`config.mk`:
```
export PLATFORM = sky130hd
export DESIGN_NAME = tths_ram
export DESIGN_NICKNAME = d
export VERILOG_FILES = /design/src/hdl/tths_ram.sv
export SDC_FILE = /design/constraint.sdc
export NUM_CORES = 1
export LEC_CHECK = 0
export ABC_CLOCK_PERIOD_IN_PS = 1170
export BUFFER_PORTS_ARGS = -buffer_cell sky130_fd_sc_hd__buf_2
export CAP_MARGIN = 20
export CORE_MARGIN = 8
export CORE_UTILIZATION = 50
export DETAILED_ROUTE_END_ITERATION = 6
export MAX_ROUTING_LAYER = met4
export PLACE_DENSITY = 0.75
export SLEW_MARGIN = 10
export SYNTH_ARGS = -nofsm -noshare
export SYNTH_HDL_FRONTEND = slang
export SYNTH_SLANG_ARGS = --single-unit
```
`constraint.sdc`:
```
create_clock -name i_clk -period 1.17 [get_ports i_clk]
set_clock_uncertainty 0.15 [all_clocks]
set_input_delay 0.117 -clock i_clk [delete_from_list [all_inputs] [get_ports i_clk]]
set_output_delay 0.117 -clock i_clk [all_outputs]
set_load 0.1 [all_outputs]
```
`src/hdl/tths_ram.sv`:
```
// Generic single-port-write, single-port-read RAM with a registered read.
// No dependencies.
`timescale 1ns / 1ps

module tths_ram #(
    parameter int WIDTH = 8,
    parameter int DEPTH = 2
) (
    input  logic                     i_clk,
    input  logic                     i_we,
    input  logic [$clog2(DEPTH)-1:0] i_waddr,
    input  logic [WIDTH-1:0]         i_wdata,
    input  logic                     i_re,
    input  logic [$clog2(DEPTH)-1:0] i_raddr,
    output logic [WIDTH-1:0]         o_rdata
);

    logic [WIDTH-1:0] r_mem [DEPTH];
    logic [WIDTH-1:0] r_rdata;

    always_ff @(posedge i_clk) begin
        if (i_we) begin
            r_mem[i_waddr] <= i_wdata;
        end
        if (i_re) begin
            r_rdata <= r_mem[i_raddr];
        end
    end

    assign o_rdata = r_rdata;

endmodule

```
# == Yosys cells after proc, flatten, opt, wreduce, memory -nomap -nowiden ==
# Memories as Yosys holds them, arrays and structs flattened. A register that Yosys moved wholly into a read port is not among the register bits.
# Cells that the tools add are included.
# word_totals
regBits,0
ram_bits,16
in_bits,13
out_inout_bits,8
n_memories,1
# op_classes
muxes,2
# memory_table
name,words,width,read_ports,rd_ports_with_merged_regs,write_ports,line,source
r_mem,2,8,1,1,1,18,logic [WIDTH-1:0] r_mem [DEPTH];
# ops
cell,n
1-bit 2-to-1 mux,2

# == Longest topological paths before layout ==
# Gate-level depths: netlist of the first run.
# depth
ltp_word,2
depth_mapped,2

# == Worst setup path before layout of the first run ==
# Ideal clock, no wire load.
# synth_path
path_kind,flip-flop to output port
from,"register r_rdata[0], in the netlist o_rdata[0] (read register of r_mem)"
to,output o_rdata[0]
arrival_time_ps,904
slack_ps,-1
stages_incl_launch_ff,1
path_cell_list,edfxtp_1
# synth_rtl
item,line,source
"start, declared",19,logic [WIDTH-1:0] r_rdata;
"end, declared",15,output logic [WIDTH-1:0] o_rdata
# No word-level cell between the ends.

# == Worst setup path after layout of the first run ==
# layout_path
from,"register r_rdata[5], in the netlist o_rdata[5] (read register of r_mem)"
to,output o_rdata[5]
# No word-level cell between the ends.

==> results.md, run 1 <==
- Status: complete, but fails checks
- Failing checks: negative setup slack
- Delay-heaviest family, CP: flip-flops
- CTS clk-pin slew, worst paths: 0.13 ns
- R2R Setup Slk: 0.11 ns
- Largest net degree at the start of global routing: 15
- Buf/Inv on CP: 1
- WP depth: 1
- Yosys warning total: 0
- Setup bufs post-CTS: 0
- Row count: 15
- RSZ-0062 raised after global routing: true
- Syn nets: 48
- Area Growth Syn to Fin: 44.0%
- Max Clock Freq: 828 MHz
- Met1 usage in global routing: 0.0787
- Final Hold Fails: 0
- Synth Cell Area: 865 um^2
- Power, Total: 1970 uW
- CTS H-tree lvls: 1
- Post-synth EDFFs: 24
- Hold Slack: 0.122 ns
- Routed WL: 1300 um
- CTS tree: yes
- Worst path cell trace: buf_12
- CP startpoint kind: flop
- CTS root buffer: clkbuf_4
- Total GRT Usage: 0.0835
- Worst-skew pair later-pin latency: 0.30 ns
- Endpoint, Worst Hold: r_mem[0][7]
- NetSw: 456 uW
- Area leader, netlist: edfxtp_1
- Crit path DAT: 0.94 ns
- Reg area: 721 um^2
- Full die area: 0.00332 mm^2
- Post-synth top cells: 24 x edfxtp_1, 8 x mux2_4, 1 x and2_1, 1 x buf_6, 1 x nor2b_1
- CP Capture Type: output pin
- Layout cells sized above 1: 0.485
- First-pass GRT wire length: 1990 um
- VDD IR max: 0.00106 V
- Sw frac: 0.232
- Starting Density: 0.518
- Hold Startpoint: i_waddr
- Routed Antenna Nets: 0
- Top cell type's share of synthesized area: 0.834
- Post-Synthesis Cells: 35
- Crit. Startpoint: o_rdata[5]
- Via density: 4.95
- Pre-CTS WS: 0.0754 ns
- Iteration-0 DRC Markers: 8
- Top-level I/O count: 21
- Maxcap violations: 0
- Kind of critical path: flop to output pin
- FF+latch count, synth: 24
- Grt peak-use layer: met2
- Synth top area cells: edfxtp_1 83%, mux2_4 14%, buf_6 1.3%
- Critical R2R Capture: o_rdata[2]
- Routability cong.: 0.621
- Power density over cell area: 1580 mW/mm^2
- Count leader, synth: edfxtp_1
- Routing usage on met2: 0.141
- Post-DP Area: 0.00110 mm^2
- Cts bufs inserted: 3
- Crit path time final: 1.21 ns
- Post-synth cell types: 5
- Hold Crit Depth: 3
- # fillers: 84
- Leak pwr: 0.000492 uW
- Gate power share: 0.175
- Chip height: 57.6 um
- Max_slew headroom: 0.764
- Worst path max stage delay: 0.44 ns
- Clock network power share: 0.295
- CP required: 0.90 ns
- Internal power: 1510 uW
- Clock sink count: 24
- Final worst-path setup slack: -0.0377 ns
- N_diodes: 0
- TritonRoute pass-1 iters: 4
- Die width: 57.6 um
- Post-CTS Resized: 0
- DRC viols: 0
- Synth Area per Inst: 24.7 um^2
- Multi-input logic area: 133 um^2
- Vias in the first global route: 450
- # setup viols final: 8
- Hold Crit Class: input port to flop
- Final net count: 82
- Via count: 421
- Register area share after synthesis: 0.834
- Worst Tran Pin Value: 0.355 ns
- Final Instance Area: 0.00124 mm^2
- FF-to-FF path depth: 1
- Met3 Usage GRT: 0.0359
- Grt ovf: 0
- Top_reg_cell synth: edfxtp_1
- Initial antenna violation count: 0
- Clock Path Buffers: 2
- Final period utilization: 1.03
- Core area: 0.00167 mm^2
- CP max FO: 1
- Drt wl/cell: 15.2 um
- I/O Buffers: 20
- Slew Viols, Final: 0
- Flop pwr share: 0.531
- CP max stage cell: edfxtp_1
- Fraction of registers with async set/reset: 0
- Worst flop-to-flop path startpoint: r_mem[0][2]
cells in the final DEF (no fill, tap or decap):
| cell type | instances |
|---|---|
| and2_1 | 1 |
| buf_12 | 8 |
| buf_2 | 12 |
| buf_4 | 1 |
| bufinv_16 | 1 |
| clkbuf_4 | 3 |
| dlygate4sd3_1 | 9 |
| edfxtp_1 | 24 |
| mux2_4 | 8 |
| nor2b_1 | 1 |
final cells by class:
cell class | count | area share
multi-input combinational | 10 | 0.107
timing repair buffer | 30 | 0.255
sequential | 24 | 0.579
clock buffer | 3 | 0.0181
tap | 17 | 0.0171
clock inverter | 1 | 0.0241
cells by family after synthesis:
group                  count (synthesis)  synth area share
muxes                                  8             0.139
and+or+nand+nor                        2            0.0145
buffers and inverters                  1            0.0130
DFF                                   24             0.834
flip-flops by register name (all words and copies together) (netlist names):
signal / count
r_mem: 16
o_rdata: 8
worst max-delay path by stage:
stage	end	slack [ns]
3_5_place_dp	o_rdata[2]	0.08
5_1_grt	o_rdata[5]	-0.09
4_1_cts	o_rdata[5]	-0.06
2_1_floorplan	o_rdata[0]	-0.001
3_3_place_gp	o_rdata[6]	0.09
6_report	o_rdata[5]	-0.04
stage by stage:
step,cells,setup TNS (ns),utilization
6_report,85,-0.217,0.745
5_1_grt,85,-0.595,0.745
4_1_cts,85,-0.319,0.745
3_5_place_dp,72,0,0.660
3_3_place_gp,72,0,0.660
2_1_floorplan,35,-0.00814,-
layer usage:
metal | part of all wire | vias up
met5 | 0 | -
met4 | 0 | 0
met3 | 0.060 | 0
met2 | 0.51 | 20
met1 | 0.43 | 198
li1 | - | 203
repair_timing:
action / CTS / global route
hold buffers: 9 / 0
setup endpoints to repair: 8 / 8
hold endpoints to repair: 24 / 0
power groups by stage:
stage          clock network [uW]  registers, uW  logic [uW]
2_1_floorplan                   0           1200        58.8
3_3_place_gp                    0           1060         317
3_5_place_dp                    0           1060         322
4_1_cts                       585           1040         345
5_1_grt                       629           1050         357
6_report                      579           1040         344
Note: power is estimated with default switching activity, not from simulation.
==> run 2: changes to the inputs <==
--- a/config.mk
+++ b/config.mk
@@ -5,9 +5,8 @@
 export SDC_FILE = /design/constraint.sdc
 export NUM_CORES = 1
 export LEC_CHECK = 0
-export ABC_CLOCK_PERIOD_IN_PS = 1170
+export ABC_CLOCK_PERIOD_IN_PS = 1300
 export BUFFER_PORTS_ARGS = -buffer_cell sky130_fd_sc_hd__buf_2
-export CAP_MARGIN = 20
 export CORE_MARGIN = 8
 export CORE_UTILIZATION = 50
 export DETAILED_ROUTE_END_ITERATION = 6
==> constraint.sdc (replaced) <==
create_clock -name i_clk -period 1.3 [get_ports i_clk]
set_clock_uncertainty 0.15 [all_clocks]
set_input_delay 0.13 -clock i_clk [delete_from_list [all_inputs] [get_ports i_clk]]
set_output_delay 0.13 -clock i_clk [all_outputs]
set_load 0.1 [all_outputs]
==> results.md, run 2 (synthesized netlist as in run 1, its figures left out) <==
- TritonRoute pass-1 iters: 4
- Clock sink count: 24
- N_diodes: 0
- Crit path DAT: 0.94 ns
- Final Instance Area: 0.00124 mm^2
- Largest net degree at the start of global routing: 15
- DRC viols: 0
- Grt ovf: 0
- RSZ-0062 raised after global routing: false
- Maxcap violations: 0
- Power density over cell area: 1420 mW/mm^2
- Full die area: 0.00332 mm^2
- VDD IR max: 0.000956 V
- Chip height: 57.6 um
- Highest-count cells in the layout ignoring fill and taps: 24 x edfxtp_1, 12 x buf_2, 9 x dlygate4sd3_1, 8 x mux2_4, 8 x buf_12
- Routability cong.: 0.622
- Hold Crit Class: input port to flop
- Routed Antenna Nets: 0
- Die width: 57.6 um
- CTS root buffer: clkbuf_4
- Status: finished, final reports clean
- Routed WL: 1310 um
- Worst Tran Pin Value: 0.351 ns
- Slew Viols, Final: 0
- Dpl cells: 72
- Biggest register: r_mem
- Worst path max stage delay: 0.44 ns
- Clock Path Buffers: 2
- Worst path cell trace: buf_12
- # setup viols final: 0
- Hold Slack: 0.131 ns
- Kind of critical path: flop to output pin
- CTS tree: yes
- CP required: 1.02 ns
- Final Hold Fails: 0
- Vias in the first global route: 448
- Drt wl/cell: 15.4 um
- Core area: 0.00167 mm^2
- CTS clk-pin slew, worst paths: 0.13 ns
- Layout cells sized above 1: 0.485
- CP max FO: 1
- Final net count: 82
- Hold_buf cts: 8
- Initial antenna violation count: 0
- Cts bufs inserted: 3
- Power, Total: 1770 uW
- Via count: 428
- CTS H-tree lvls: 1
- Total GRT Usage: 0.0815
- Leak pwr: 0.000492 uW
- Delay-heaviest family, CP: flip-flops
- Row count: 15
- First-pass GRT wire length: 1940 um
- CP max stage cell: edfxtp_1
- Post-DP Area: 0.00110 mm^2
- CP Capture Type: output pin
- Setup bufs post-CTS: 0
- Post-Layout Cell Count: 85
- Top-level I/O count: 21
- Crit path time final: 1.22 ns
- Buf/Inv on CP: 1
- Area Growth Syn to Fin: 44.0%
- Largest register FFs: 16
- Iteration-0 DRC Markers: 12
- Starting Density: 0.518
- Final period utilization: 0.941
- CP startpoint kind: flop
- Post-CTS Resized: 0
- Max_slew headroom: 0.766
- Setup TNS: 0 ns
- Most common cell after layout, fill and taps aside: edfxtp_1
- Worst-skew pair later-pin latency: 0.30 ns
- I/O Buffers: 20
- Via density: 5.04
- Max Clock Freq: 818 MHz
## run 2: worst paths after layout
kind / from / endpoint / slack [ns] / cells after the start
worst max register to register: r_mem[0][2] / o_rdata[2] / 0.24 / 1
worst max-delay path: o_rdata[5] / o_rdata[5] / 0.08 / 1
worst min-delay path: i_waddr / r_mem[0][6] / 0.13 / 3
worst min register to register: r_mem[1][6] / o_rdata[6] / 0.41 / 1
## run 2: final cells by class
| class | count | area (um^2) |
|---|---|---|
| well taps | 17 | 21.3 |
| repair buffers | 30 | 318 |
| flip-flops and latches | 24 | 721 |
| clock inverters | 1 | 30.0 |
| fillers | 84 | 425 |
| multi-input cells | 10 | 133 |
| clock buffers | 3 | 22.5 |
## run 2: report_power, final
part | total (uW) | internal (uW) | switching (uW)
Combinational | 310 | 134 | 176
Clock | 523 | 312 | 211
Sequential | 939 | 914 | 24.6
Total | 1770 | 1360 | 412
## run 2: stage by stage
| stage | setup slack, ns | util |
|---|---|---|
| floorplan | 0.116 | - |
| global placement | 0.208 | 0.660 |
| detailed placement | 0.192 | 0.660 |
| CTS | 0.0598 | 0.739 |
| global route | 0.0249 | 0.745 |
| finish | 0.0771 | 0.745 |
## run 2: routing by layer
layer,global-route usage,up-vias,wire length (um)
met5,-,-,0
met4,0.0429,0,0
met3,0.0359,0,75
met2,0.137,20,679
met1,0.0773,204,557
li1,-,204,-
